## src/hdl/hsv2rgb_pkg.sv

```systemverilog
// package for the hsv to rgb converter: beat types, constants and the divide by 255 helper
// no dependencies
package hsv2rgb_pkg;

  typedef struct packed {
    logic [8:0] hue;
    logic [7:0] saturation;
    logic [7:0] brightness;
  } hsv_t;

  typedef struct packed {
    logic [7:0] red;
    logic [7:0] green;
    logic [7:0] blue;
    logic       invalid;
  } rgb_t;

  localparam logic [8:0]  HueLimit   = 9'd360;
  localparam logic [8:0]  Hue60      = 9'd60;
  localparam logic [8:0]  Hue120     = 9'd120;
  localparam logic [8:0]  Hue180     = 9'd180;
  localparam logic [8:0]  Hue240     = 9'd240;
  localparam logic [8:0]  Hue300     = 9'd300;
  localparam logic [7:0]  FullScale  = 8'd255;
  localparam logic [6:0]  SectorDeg  = 7'd60;
  localparam logic [13:0] MidDen     = 14'd15300;
  localparam logic [21:0] MidHalf    = 22'd7650;
  // ceil(2^24 / 15), exact for quotients of values below 2^20
  localparam logic [20:0] Recip15    = 21'd1118482;
  localparam int unsigned Recip15Sh  = 24;

  localparam logic [2:0] Sector0 = 3'd0;
  localparam logic [2:0] Sector1 = 3'd1;
  localparam logic [2:0] Sector2 = 3'd2;
  localparam logic [2:0] Sector3 = 3'd3;
  localparam logic [2:0] Sector4 = 3'd4;
  localparam logic [2:0] Sector5 = 3'd5;

  // floor(x / 255) for x up to 65279
  function automatic logic [7:0] div255(input logic [15:0] x);
    logic [16:0] s;
    s = {1'b0, x} + 17'd1 + {9'd0, x[15:8]};
    return s[15:8];
  endfunction

endpackage

```

## src/hdl/hsv_to_rgb_converter_top.sv

```systemverilog
// Five-stage pipeline from input beat to output beat.
// Throughput one beat per cycle; the whole pipeline advances together and holds
// while the output register is full and not taken.
// Stage 4 holds the 20x21 reciprocal multiply that divides by 15.
// Reset clears all stage valid bits; data registers are not reset.
// top level of the hsv to rgb converter, depends on hsv2rgb_pkg
module hsv_to_rgb_converter_top (
  input  logic               clk_i,
  input  logic               rst_ni,
  input  logic               in_valid_i,
  output logic               in_ready_o,
  input  hsv2rgb_pkg::hsv_t  in_data_i,
  output logic               out_valid_o,
  input  logic               out_ready_i,
  output hsv2rgb_pkg::rgb_t  out_data_o
);
  import hsv2rgb_pkg::*;

  logic        en;
  logic [4:0]  vld_q;

  // stage 1 comb
  logic [8:0]  hue;
  logic [8:0]  m120_w;
  logic [6:0]  m120;
  logic [6:0]  t_full;
  logic [2:0]  sector_d;
  logic        inv_d;

  // stage 1 regs, and the sector, invalid and brightness regs of stages 2 to 4
  logic [2:0]  s1_sector_q, s2_sector_q, s3_sector_q, s4_sector_q;
  logic        s1_inv_q, s2_inv_q, s3_inv_q, s4_inv_q;
  logic [7:0]  s1_v_q, s2_v_q, s3_v_q, s4_v_q;
  logic [5:0]  s1_t_q;
  logic [15:0] s1_p_q;
  logic [15:0] s1_sv_q;

  // stage 2
  logic [21:0] s2_svt_q;
  logic [21:0] s2_v15300_q;
  logic [7:0]  s2_small_q, s3_small_q, s4_small_q;
  logic [15:0] p_rnd;

  // stage 3
  logic [21:0] x_w;
  logic [19:0] s3_y_q;

  // stage 4
  logic [40:0] prod_w;
  logic [15:0] s4_z_q;

  // stage 5
  logic [7:0]  mid;
  rgb_t        out_d, out_q;

  assign en         = !vld_q[4] || out_ready_i;
  assign in_ready_o = en;
  assign out_valid_o = vld_q[4];
  assign out_data_o  = out_q;

  always_ff @(posedge clk_i or negedge rst_ni) begin
    if (!rst_ni) begin
      vld_q <= '0;
    end else if (en) begin
      vld_q <= {vld_q[3:0], in_valid_i};
    end
  end

  // sector and distance of the hue from the nearest of 60, 180 and 300 degrees
  always_comb begin
    hue   = in_data_i.hue;
    inv_d = hue > HueLimit;
    if (hue >= HueLimit) begin
      m120_w = hue - HueLimit;
    end else if (hue >= Hue240) begin
      m120_w = hue - Hue240;
    end else if (hue >= Hue120) begin
      m120_w = hue - Hue120;
    end else begin
      m120_w = hue;
    end
    m120 = m120_w[6:0];
    if (m120 >= SectorDeg) begin
      t_full = m120 - SectorDeg;
    end else begin
      t_full = SectorDeg - m120;
    end
    if (hue >= Hue300) begin
      sector_d = Sector5;
    end else if (hue >= Hue240) begin
      sector_d = Sector4;
    end else if (hue >= Hue180) begin
      sector_d = Sector3;
    end else if (hue >= Hue120) begin
      sector_d = Sector2;
    end else if (hue >= Hue60) begin
      sector_d = Sector1;
    end else begin
      sector_d = Sector0;
    end
  end

  assign p_rnd  = s1_p_q + 16'd127;
  assign x_w    = s2_v15300_q - s2_svt_q + MidHalf;
  assign prod_w = {1'b0, s3_y_q} * {20'd0, Recip15};
  assign mid    = div255(s4_z_q);

  always_comb begin
    out_d = '0;
    if (s4_inv_q) begin
      out_d.invalid = 1'b1;
    end else begin
      case (s4_sector_q)
        Sector0: begin
          out_d.red = s4_v_q;      out_d.green = mid;        out_d.blue = s4_small_q;
        end
        Sector1: begin
          out_d.red = mid;         out_d.green = s4_v_q;     out_d.blue = s4_small_q;
        end
        Sector2: begin
          out_d.red = s4_small_q;  out_d.green = s4_v_q;     out_d.blue = mid;
        end
        Sector3: begin
          out_d.red = s4_small_q;  out_d.green = mid;        out_d.blue = s4_v_q;
        end
        Sector4: begin
          out_d.red = mid;         out_d.green = s4_small_q; out_d.blue = s4_v_q;
        end
        default: begin
          out_d.red = s4_v_q;      out_d.green = s4_small_q; out_d.blue = mid;
        end
      endcase
    end
  end

  always_ff @(posedge clk_i) begin
    if (en) begin
      s1_sector_q <= sector_d;
      s1_inv_q    <= inv_d;
      s1_v_q      <= in_data_i.brightness;
      s1_t_q      <= t_full[5:0];
      s1_p_q      <= {8'd0, in_data_i.brightness}
                     * {8'd0, FullScale - in_data_i.saturation};
      s1_sv_q     <= {8'd0, in_data_i.brightness} * {8'd0, in_data_i.saturation};

      s2_sector_q <= s1_sector_q;
      s2_inv_q    <= s1_inv_q;
      s2_v_q      <= s1_v_q;
      s2_svt_q    <= {6'd0, s1_sv_q} * {16'd0, s1_t_q};
      s2_v15300_q <= {14'd0, s1_v_q} * {8'd0, MidDen};
      s2_small_q  <= div255(p_rnd);

      s3_sector_q <= s2_sector_q;
      s3_inv_q    <= s2_inv_q;
      s3_v_q      <= s2_v_q;
      s3_small_q  <= s2_small_q;
      s3_y_q      <= x_w[21:2];

      s4_sector_q <= s3_sector_q;
      s4_inv_q    <= s3_inv_q;
      s4_v_q      <= s3_v_q;
      s4_small_q  <= s3_small_q;
      s4_z_q      <= prod_w[Recip15Sh+15:Recip15Sh];

      out_q       <= out_d;
    end
  end

endmodule

```

## config.mk

```make
export PLATFORM = sky130hd
export DESIGN_NAME = hsv_to_rgb_converter_top
export DESIGN_NICKNAME = d
export VERILOG_FILES = /design/src/hdl/hsv2rgb_pkg.sv /design/src/hdl/hsv_to_rgb_converter_top.sv
export SDC_FILE = /design/constraint.sdc
export NUM_CORES = 1
export LEC_CHECK = 0
export ABC_AREA = 1
export CORE_AREA = 2 2 186 188
export DETAILED_ROUTE_END_ITERATION = 6
export DIE_AREA = 0 0 188 190
export DONT_BUFFER_PORTS = 1
export PLACE_DENSITY = 0.85
export SYNTH_ARGS = -nofsm -noshare
export SYNTH_HDL_FRONTEND = slang
export SYNTH_SLANG_ARGS = --single-unit
```

## constraint.sdc

```tcl
create_clock -name clk_i -period 13.1 [get_ports clk_i]
set_clock_uncertainty 0.1 [all_clocks]
set_input_delay 0.655 -clock clk_i [delete_from_list [all_inputs] [get_ports clk_i]]
set_output_delay 0.655 -clock clk_i [all_outputs]
set_load 0.005 [all_outputs]
```

# Yosys cells after proc, flatten, opt, wreduce, memory -nomap -nowiden
# Cells that the tools add are included.
# Widths: inputs -> output; s select.
totals:
  reg_bits: 218
  in_bits: 29
  output_inout_bits: 27
  wordCells: 72
op_classes:
  add_sub_neg: 13
  multipliers: 5
  magnitude_cmp: 8
  n_eq_ne: 4
  mux: 10
  n_reduce_logical: 4
ops:
  columns: ["cell", "n"]
  rows:
  - ["$pmux 24 s5", 1]
  - ["$mul 20x20->39 const B", 1]
  - ["$add 16x1->16 const B", 2]
  - ["$add 16x8->16", 2]
  - ["$mul 8x8->16", 2]
  - ["$add 22x13->22 const B", 1]
  - ["$mul 16x6->22", 1]
  - ["$sub 22x22->22", 1]
  - ["$mux 7", 3]
  - ["$sub 7x7->7 const B", 3]
  - ["$mul 8x12->20 const B", 1]
  - ["$ge 9x8->1 const B", 2]
  - ["$ge 9x9->1 const B", 2]
  - ["$add 16x7->16 const B", 1]
  - ["$ge 9x6->1 const B", 1]
  - ["$ge 9x7->1 const B", 1]
  - ["$gt 9x9->1 const B", 1]
  - ["$sub 8x8->8 const A", 1]
  - ["$ge 7x6->1 const B", 1]
  - ["$eq 3x2->1 const B", 2]
  - ["$mux 6", 1]
  - ["$sub 6x6->6 const A", 1]
  - ["$sub 6x6->6 const B", 1]
  - ["$mux 2", 2]
  - ["7 further kinds", 9]

# Depth between registers and ports, before layout
# Gate-level depths: netlist of run 1.
depth:
  word_depth: 6
  depth_mapped: 22
  mapped_depth_nobuf: 22

# Worst setup path after synthesis of run 1
# No wires, ideal clock.
synth_path:
  path_type: "input -> register"
  startpoint: "in out_ready_i"
  endpoint: "reg vld_q[0]"
  setup_time_ns: 0.089
  t_arrival_ns: 5.988
  required_time_ns: 12.911
  setup_slack_ns: 6.923
  cell_stages: 3
  n_path_buf: 0
  cell_sequence: "inv_1 nand2_1 mux2_2"
synth_via:
  elab_chain_cells: 1
synth_rtl:
  columns: ["item", "line_no", "rtl"]
  rows:
  - ["start: declaration", "hsv_to_rgb_converter_top.sv:14", "input logic out_ready_i,"]
  - ["$logic_or 1x1->1", "hsv_to_rgb_converter_top.sv:56", "assign en = !vld_q[4] || out_ready_i;"]
  - ["via in_ready_o", "hsv_to_rgb_converter_top.sv:11", "output logic in_ready_o,"]
  - ["end signal: assignment", "hsv_to_rgb_converter_top.sv:65", "vld_q <= {vld_q[3:0], in_valid_i};"]
  - ["end: declaration", "hsv_to_rgb_converter_top.sv:20", "logic [4:0] vld_q;"]
# The timed path passes the listed nets, and every way through them passes these cells.
# A chain may end at the register's enable or synchronous reset.

# Final worst setup path of run 1
layout_path:
  startpoint: "reg s3_y_q[6]"
  endpoint: "reg s4_z_q[11] (data pin)"
layout_via:
  elab_chain_cells: 1
layout_rtl:
  columns: ["item", "line_no", "rtl"]
  rows:
  - ["start: declaration", "hsv_to_rgb_converter_top.sv:46", "logic [19:0] s3_y_q;"]
  - ["start signal: assignment", "hsv_to_rgb_converter_top.sv:157", "s3_y_q <= x_w[21:2];"]
  - ["$mul 20x20->39", "hsv_to_rgb_converter_top.sv:105", "assign prod_w = {1'b0, s3_y_q} * {20'd0, Recip15};"]
  - ["via prod_w[35]", "hsv_to_rgb_converter_top.sv:49", "logic [40:0] prod_w;"]
  - ["end signal: assignment", "hsv_to_rgb_converter_top.sv:163", "s4_z_q <= prod_w[Recip15Sh+15:Recip15Sh];"]
  - ["end: declaration", "hsv_to_rgb_converter_top.sv:50", "logic [15:0] s4_z_q;"]
# The timed path passes the listed nets, and every way through them passes these cells.

==> metrics.md, run 1 <==
| Metric | Value |
|---|---|
| Yosys cell types | 54 |
| CP most frequent cell | inv_1 |
| Largest net degree at the start of global routing | 87 |
| Crit path buffers/inverters | 5 |
| Number of synthesized flops with an enable pin | 209 |
| Final net count | 3212 |
| Routed vias/inst | 5.71 |
| Worst Path Class, Setup | reg -> reg |
| Met1 usage | 0.365 |
| DIE AREA | 35700 µm² |
| Clock tree sinks | 214 |
| Total wire length | 52.4 mm |
| Synthesis-stage register bit count | 214 |
| R2r setup slk | 8.30 ns |
| Slew HR | 0.305 |
| I/O Pins | 56 |
| Layout area overhead | 5.37% |
| Post-synth top area cell | edfxtp_1 |
| Highest clock rate | 208 MHz |
| Pre-CTS setup slack | 8.32 ns |
| R2R depth | 19 |
| Max cap viols | 0 |
| CTS max path bufs | 3 |
| Final Hold Viols | 0 |
| Hold_sp | in_data_i[16] |
| Final period util | 0.366 |
| Routed vias | 17800 |
| Synth async-reset ratio | 0.0234 |
| GR Util met3 | 0.0345 |
| Delay-heaviest family, CP | adder cells |
| Yosys warns | 0 |
| Syn Inst Count | 2656 |
| Status | complete, no violations |
| Post-synthesis sequential area ratio | 0.276 |
| Tightest Pin Transition | 1.04 ns |
| Slowest cell delay on critical path | 0.53 ns |
| Core Box Area | 33900 µm² |
| Final hold slack | 0.121 ns |
| Critical path depth | 19 |
| Effective utilization at floorplan | 0.684 |
| Setup crit end kind | register |
| Worst r2r src | s3_y_q[6] |
| Die W | 188 µm |
| Grt total ovfl | 0 |
| Syn nets | 3216 |
| Syn_area_per_cell | 8.74 µm² |
| # diodes | 0 |
| Setup TNS | 0 ns |
| Share of the synthesized area in the top cell type | 0.270 |
| CTS tree | built |
| CP Cell Sequence | ha_1 > inv_1 > fa_1 > inv_1 > fa_1 > inv_1 > fa_1 > inv_1 > ha_1 > ha_1 > ha_1 > a21o_1 > o21bai_1 > a21boi_0 > nand3_1 > nand2_1 > inv_1 > o21bai_1 > nand2_1 |
| RSZ-0062 raised after global routing | no |
| Hold Path Class | in -> reg |
| Setup crit start kind | register |
| Initial antenna violation count | 0 |
| FP Rows | 68 |
| Setup WS post-layout | 8.30 ns |
| Critical path endpoint | s4_z_q[11] |
| Critical Path RT | 13.30 ns |
| Max stage delay cell, worst path | fa_1 |
| Clk slew on worst S/H paths | 0.06 ns |
| Crit path DAT | 5.00 ns |
| Per-cell routed wire length | 16.8 µm |
| TritonCTS buffer count | 25 |
| Clock Latency Late Sink | 0.55 ns |
| Total GRT Usage | 0.303 |
| Initial drt markers | 1162 |
| Tmin final | 4.80 ns |
| Global placement routability congestion | 0.987 |
| Post-CTS sizing | 0 |
| Grt peak-use layer | met2 |
| Synth Cell Area | 23200 µm² |
| Root buf cell | clkbuf_16 |
| Buffers on Ports | 0 |
| CTS H-tree lvls | 1 |
| DR DRC count | 0 |
| DP HPWL | 42.1 mm |
| Crit path max fanout | 3 |
| Final slew viol count | 0 |
| Final Setup Violations | 0 |
| DIE HEIGHT | 190 µm |
| Layout cell share with drive strength beyond 1 | 0.0304 |
| Core Util, Final | 0.721 |
| FF-to-FF End | s4_z_q[11] |
| Drt pass-1 iters | 6 |
| Critical Path Start | s3_y_q[6] |
| Grt met2 use | 0.549 |
| Routed Antenna Nets | 0 |
| Main area contributors after synthesis | edfxtp_1 (27%), ha_1 (18%), fa_1 (16%) |
| Vias in the first global route | 18600 |
| First-pass GRT wire length | 87.8 mm |
| Post-synth top flop | edfxtp_1 |
[worst min-delay path by stage]
stage | endpoint | slack [ns] | depth (start not counted)
finish | s1_t_q[0] | 0.12 | 0
global route | s1_t_q[0] | 0.10 | 0
CTS | s1_t_q[0] | 0.10 | 0
detailed placement | vld_q[4] | 0.26 | 0
global placement | vld_q[4] | 0.26 | 0
floorplan | vld_q[0] | 0.26 | 0
[metrics by stage]
stage          cells  area (µm²)
4_1_cts         3123       24500
3_3_place_gp    3079       23700
3_5_place_dp    3079       23700
2_1_floorplan   2656       23200
5_1_grt         3123       24500
6_report        3123       24500
[cell usage in the layout, fill, tap and decap left out, types with 3 or more instances in the layout]
cell	n
nand2_1	583
inv_1	530
ha_1	340
edfxtp_1	209
fa_1	191
nor2_1	158
a21oi_1	130
nand3_1	102
o21ai_0	70
xor2_1	69
xnor2_1	34
clkbuf_16	25
nand4_1	23
nor3_1	23
a21o_1	15
a31oi_1	14
nand2_2	13
o21bai_1	11
clkinv_1	9
a221oi_1	8
a22oi_1	8
o2111ai_1	7
o211ai_1	7
nor4_1	7
nor2_2	6
nand3b_1	6
o21ai_1	6
nand3_2	5
nand2_4	5
a211oi_1	5
dfrtp_1	5
inv_2	3
a21boi_0	3
clkbuf_1	3
[final cells by class]
type	instances	area, µm²
timing repair buffer	3	25.0
sequential	214	6400
tap	455	569
fill	2478	9480
multi-input combinational	1871	14700
clock buffer	28	637
clock inverter	15	146
inverter	537	2020
[sequential cells by signal, summed over array words and instances, names as in the netlist, 5 cells and up]
signal       count
out_data_o      25
s1_p_q          16
s1_sv_q         16
s1_t_q           6
s1_v_q           8
s2_small_q       8
s2_svt_q        22
s2_v15300_q     16
s2_v_q           8
s3_small_q       8
s3_v_q           8
s3_y_q          20
s4_small_q       8
s4_v_q           8
s4_z_q          16
vld_q            5
[Yosys cell counts, types with 4 or more instances]
cell and n:
xor2_1 69, inv_1 530, nor2_1 158, a31oi_1 14, dfrtp_1 5, clkbuf_1 31, o211ai_1 7, nand4_1 23
nand3_1 102, fa_1 191, a21oi_1 130, nand2_1 584, nor2_2 6, nand3_2 5, nand2_2 13, a21o_1 15
ha_1 340, a22oi_1 8, xnor2_1 34, o21bai_1 11, a221oi_1 8, nor4_1 7, o21ai_1 6, o2111ai_1 7
edfxtp_1 209, nand3b_1 6, nor3_1 23, o21ai_0 70, a211oi_1 5, nand2_4 4
[layer usage]
| metal | routed length (µm) | share of wire |
|---|---|---|
| met1 | 20800 | 0.40 |
| met2 | 26400 | 0.50 |
| met4 | 2300 | 0.044 |
| met3 | 2870 | 0.055 |
| met5 | 0 | 0 |
[kinds of logic (layout without fill, tap and decap cells)]
kind of cell | Yosys count | count (layout) | synth area share
simple gates | 940 | 940 | 0.170
buf+inv | 571 | 583 | 0.0929
fa+ha+maj | 531 | 531 | 0.348
compound gates | 295 | 295 | 0.0737
flops | 214 | 214 | 0.276
xor+xnor | 104 | 104 | 0.0396
mux | 1 | 1 | 0.000485
[timing repair]
action | 4_1_cts | 5_1_grt
buffers inserted | 0 | 0
hold buffers | 1 | 0
endpoints found under the hold margin | 5 | 0
Power of run 1 is not shown: default switching activity piles up to over one toggle a cycle in this logic, so the estimate is an artifact.
==> inputs of run 2 (changes only) <==
--- a/config.mk
+++ b/config.mk
@@ -6,11 +6,11 @@
 export NUM_CORES = 1
 export LEC_CHECK = 0
 export ABC_AREA = 1
-export CORE_AREA = 2 2 186 188
+export CORE_AREA = 2 2 200 202
 export DETAILED_ROUTE_END_ITERATION = 6
-export DIE_AREA = 0 0 188 190
+export DIE_AREA = 0 0 202 204
 export DONT_BUFFER_PORTS = 1
-export PLACE_DENSITY = 0.85
+export PLACE_DENSITY = 0.78
 export SYNTH_ARGS = -nofsm -noshare
 export SYNTH_HDL_FRONTEND = slang
 export SYNTH_SLANG_ARGS = --single-unit
==> constraint.sdc (replaced) <==
create_clock -name clk_i -period 4.1 [get_ports clk_i]
set_clock_uncertainty 0.1 [all_clocks]
set_input_delay 0.205 -clock clk_i [delete_from_list [all_inputs] [get_ports clk_i]]
set_output_delay 0.205 -clock clk_i [all_outputs]
set_load 0.005 [all_outputs]
==> run 2 against run 1 <==
Against the previous run: the run now ends with negative setup slack left; critical path depth up 1; flip-flop and latch count unchanged; register-to-register slack worse by 8.7 ns; setup slack worse by 8.7 ns; routed wire length up 12%; non-clock buffer count up 212; via count up 6.0%; maximum frequency up 6.6%; global-route usage down 2.0 points; critical endpoint is now s4_z_q[13]; highest routed layer unchanged.
==> metrics.md, run 2 (same netlist as run 1, synthesis figures left out) <==
| Metric | Value |
|---|---|
| Clock tree sinks | 214 |
| Vias in the first global route | 19600 |
| Clock Latency Late Sink | 0.54 ns |
| Effective utilization at floorplan | 0.593 |
| CTS max path bufs | 3 |
| Critical Path Start | s3_y_q[2] |
| Highest clock rate | 222 MHz |
| Setup crit end kind | register |
| Tmin final | 4.50 ns |
| Grt total ovfl | 0 |
| Setup crit start kind | register |
| Most common cell after layout, fill and taps aside | nand2_1 |
| Clk slew on worst S/H paths | 0.06 ns |
| Status | finished, violations left |
| Final net count | 3424 |
| Drt pass-1 iters | 6 |
| DP HPWL | 44.0 mm |
| DIE AREA | 41200 µm² |
| Final slew viol count | 0 |
| Final Hold Viols | 0 |
| Layout cell share with drive strength beyond 1 | 0.164 |
| Most frequent cells in the layout | nand2_1 (560), inv_1 (506), ha_1 (272), edfxtp_1 (209), fa_1 (188) |
| TritonCTS buffer count | 25 |
| Initial drt markers | 1336 |
| Largest net degree at the start of global routing | 102 |
| Root buf cell | clkbuf_16 |
| Die W | 202 µm |
| DR DRC count | 0 |
| # fillers | 2725 |
| Per-cell routed wire length | 17.2 µm |
| I/O Pins | 56 |
| DIE HEIGHT | 204 µm |
| FP Rows | 73 |
| Core Box Area | 39200 µm² |
| Crit path max fanout | 3 |
| CTS H-tree lvls | 1 |
| Max cap viols | 0 |
| Hold_sp | in_data_i[1] |
| CTS tree | built |
| Final Setup Violations | 23 |
| Core Util, Final | 0.709 |
| Routed Antenna Nets | 0 |
| Tightest Pin Transition | 0.791 ns |
| Total GRT Usage | 0.283 |
| Buffers on Ports | 0 |
| # diodes | 0 |
| Global placement routability congestion | 0.975 |
| Routed vias/inst | 5.55 |
| Failing checks | negative setup slack |
| Initial antenna violation count | 0 |
| Crit path DAT | 4.70 ns |
| Slew HR | 0.467 |
| Worst r2r src | s3_y_q[2] |
| Final period util | 1.10 |
| Routed vias | 18900 |
| Worst Path Class, Setup | reg -> reg |
| RSZ-0062 raised after global routing | yes |
| Hold Path Class | in -> reg |
| Largest register FFs | 25 |
| Critical Path RT | 4.29 ns |
| First-pass GRT wire length | 94.5 mm |
| Layout area overhead | 19.7% |
| Setup WS post-layout | -0.404 ns |
| Total wire length | 58.8 mm |
run 2: changes by cell type in the layout (fill, tap and decap cells not counted), moves of 22 or more:
cell,previous run,this run
nor2_1,158,135
ha_4,0,64
inv_2,3,27
dlygate4sd3_1,1,23
inv_1,530,506
ha_1,340,272
nand2_1,583,560
buf_4,2,176
a21oi_1,130,106
run 2: timing repair:
item / CTS / global route
pin swaps: 40 / 75
resized for setup: 84 / 147
gates cloned: 0 / 1
setup endpoints to repair: 23 / 39
hold buffers: 24 / 0
endpoints found under the hold margin: 29 / 0
setup buffers: 17 / 25
run 2: through the flow:
| step | worst slack (ns) | area [µm²] | hold WS [ns] | instances | TNS [ns] |
|---|---|---|---|---|---|
| after floorplan | -0.0871 | 23500 | -0.191 | 2656 | -0.259 |
| after global placement | -0.291 | 25300 | -0.190 | 3299 | -3.42 |
| after detailed placement | -0.416 | 25300 | -0.191 | 3299 | -4.87 |
| after CTS | -0.292 | 26900 | 0.0206 | 3385 | -3.25 |
| after global routing | -0.547 | 27800 | 0.0479 | 3407 | -8.77 |
| final | -0.404 | 27800 | 0.0383 | 3407 | -5.57 |
run 2: final cells by class:
| cell class | instances | area, µm² | share of cell area |
|---|---|---|---|
| Multi-Input combinational cell | 1871 | 16100 | 0.580 |
| Clock inverter | 19 | 155 | 0.00558 |
| Sequential cell | 214 | 6400 | 0.230 |
| Clock buffer | 26 | 629 | 0.0226 |
| Timing Repair Buffer | 215 | 1800 | 0.0647 |
| Inverter | 537 | 2020 | 0.0726 |
| Tap cell | 525 | 657 | 0.0236 |
run 2: worst max-delay path, stage by stage (launching register included):
cell,delay (ns)
edfxtp_1,0.46
ha_4,0.31
inv_2,0.03
fa_1,0.51
inv_2,0.05
fa_1,0.51
inv_2,0.05
fa_1,0.51
inv_2,0.06
ha_4,0.27
ha_4,0.19
ha_4,0.22
a21o_1,0.20
a21oi_2,0.21
o21ai_1,0.10
a21oi_1,0.13
nand2_1,0.11
nand2_1,0.09
nand2_1,0.05
nand2_1,0.05
nand2_1,0.05
run 2: worst paths after layout:
path	endpoint	slack, ns	cells after the start
hold reg to reg	s3_small_q[6]	0.32	0
setup / recovery	s4_z_q[13]	-0.40	20
max in group asynchronous	vld_q[3]	3.31	2
hold / removal	s1_p_q[1]	0.04	3
setup reg to reg	s4_z_q[13]	-0.40	20
min in group asynchronous	vld_q[2]	0.40	2
run 2: routing by layer:
layer | vias to the layer above | part of all wire | GRT usage
met3 | 202 | 0.057 | 0.0325
met4 | 0 | 0.045 | 0.113
met2 | 704 | 0.50 | 0.508
met5 | - | 0 | 0
met1 | 8988 | 0.40 | 0.349
li1 | 9020 | - | -
Power of run 2 is left out for the same reason.
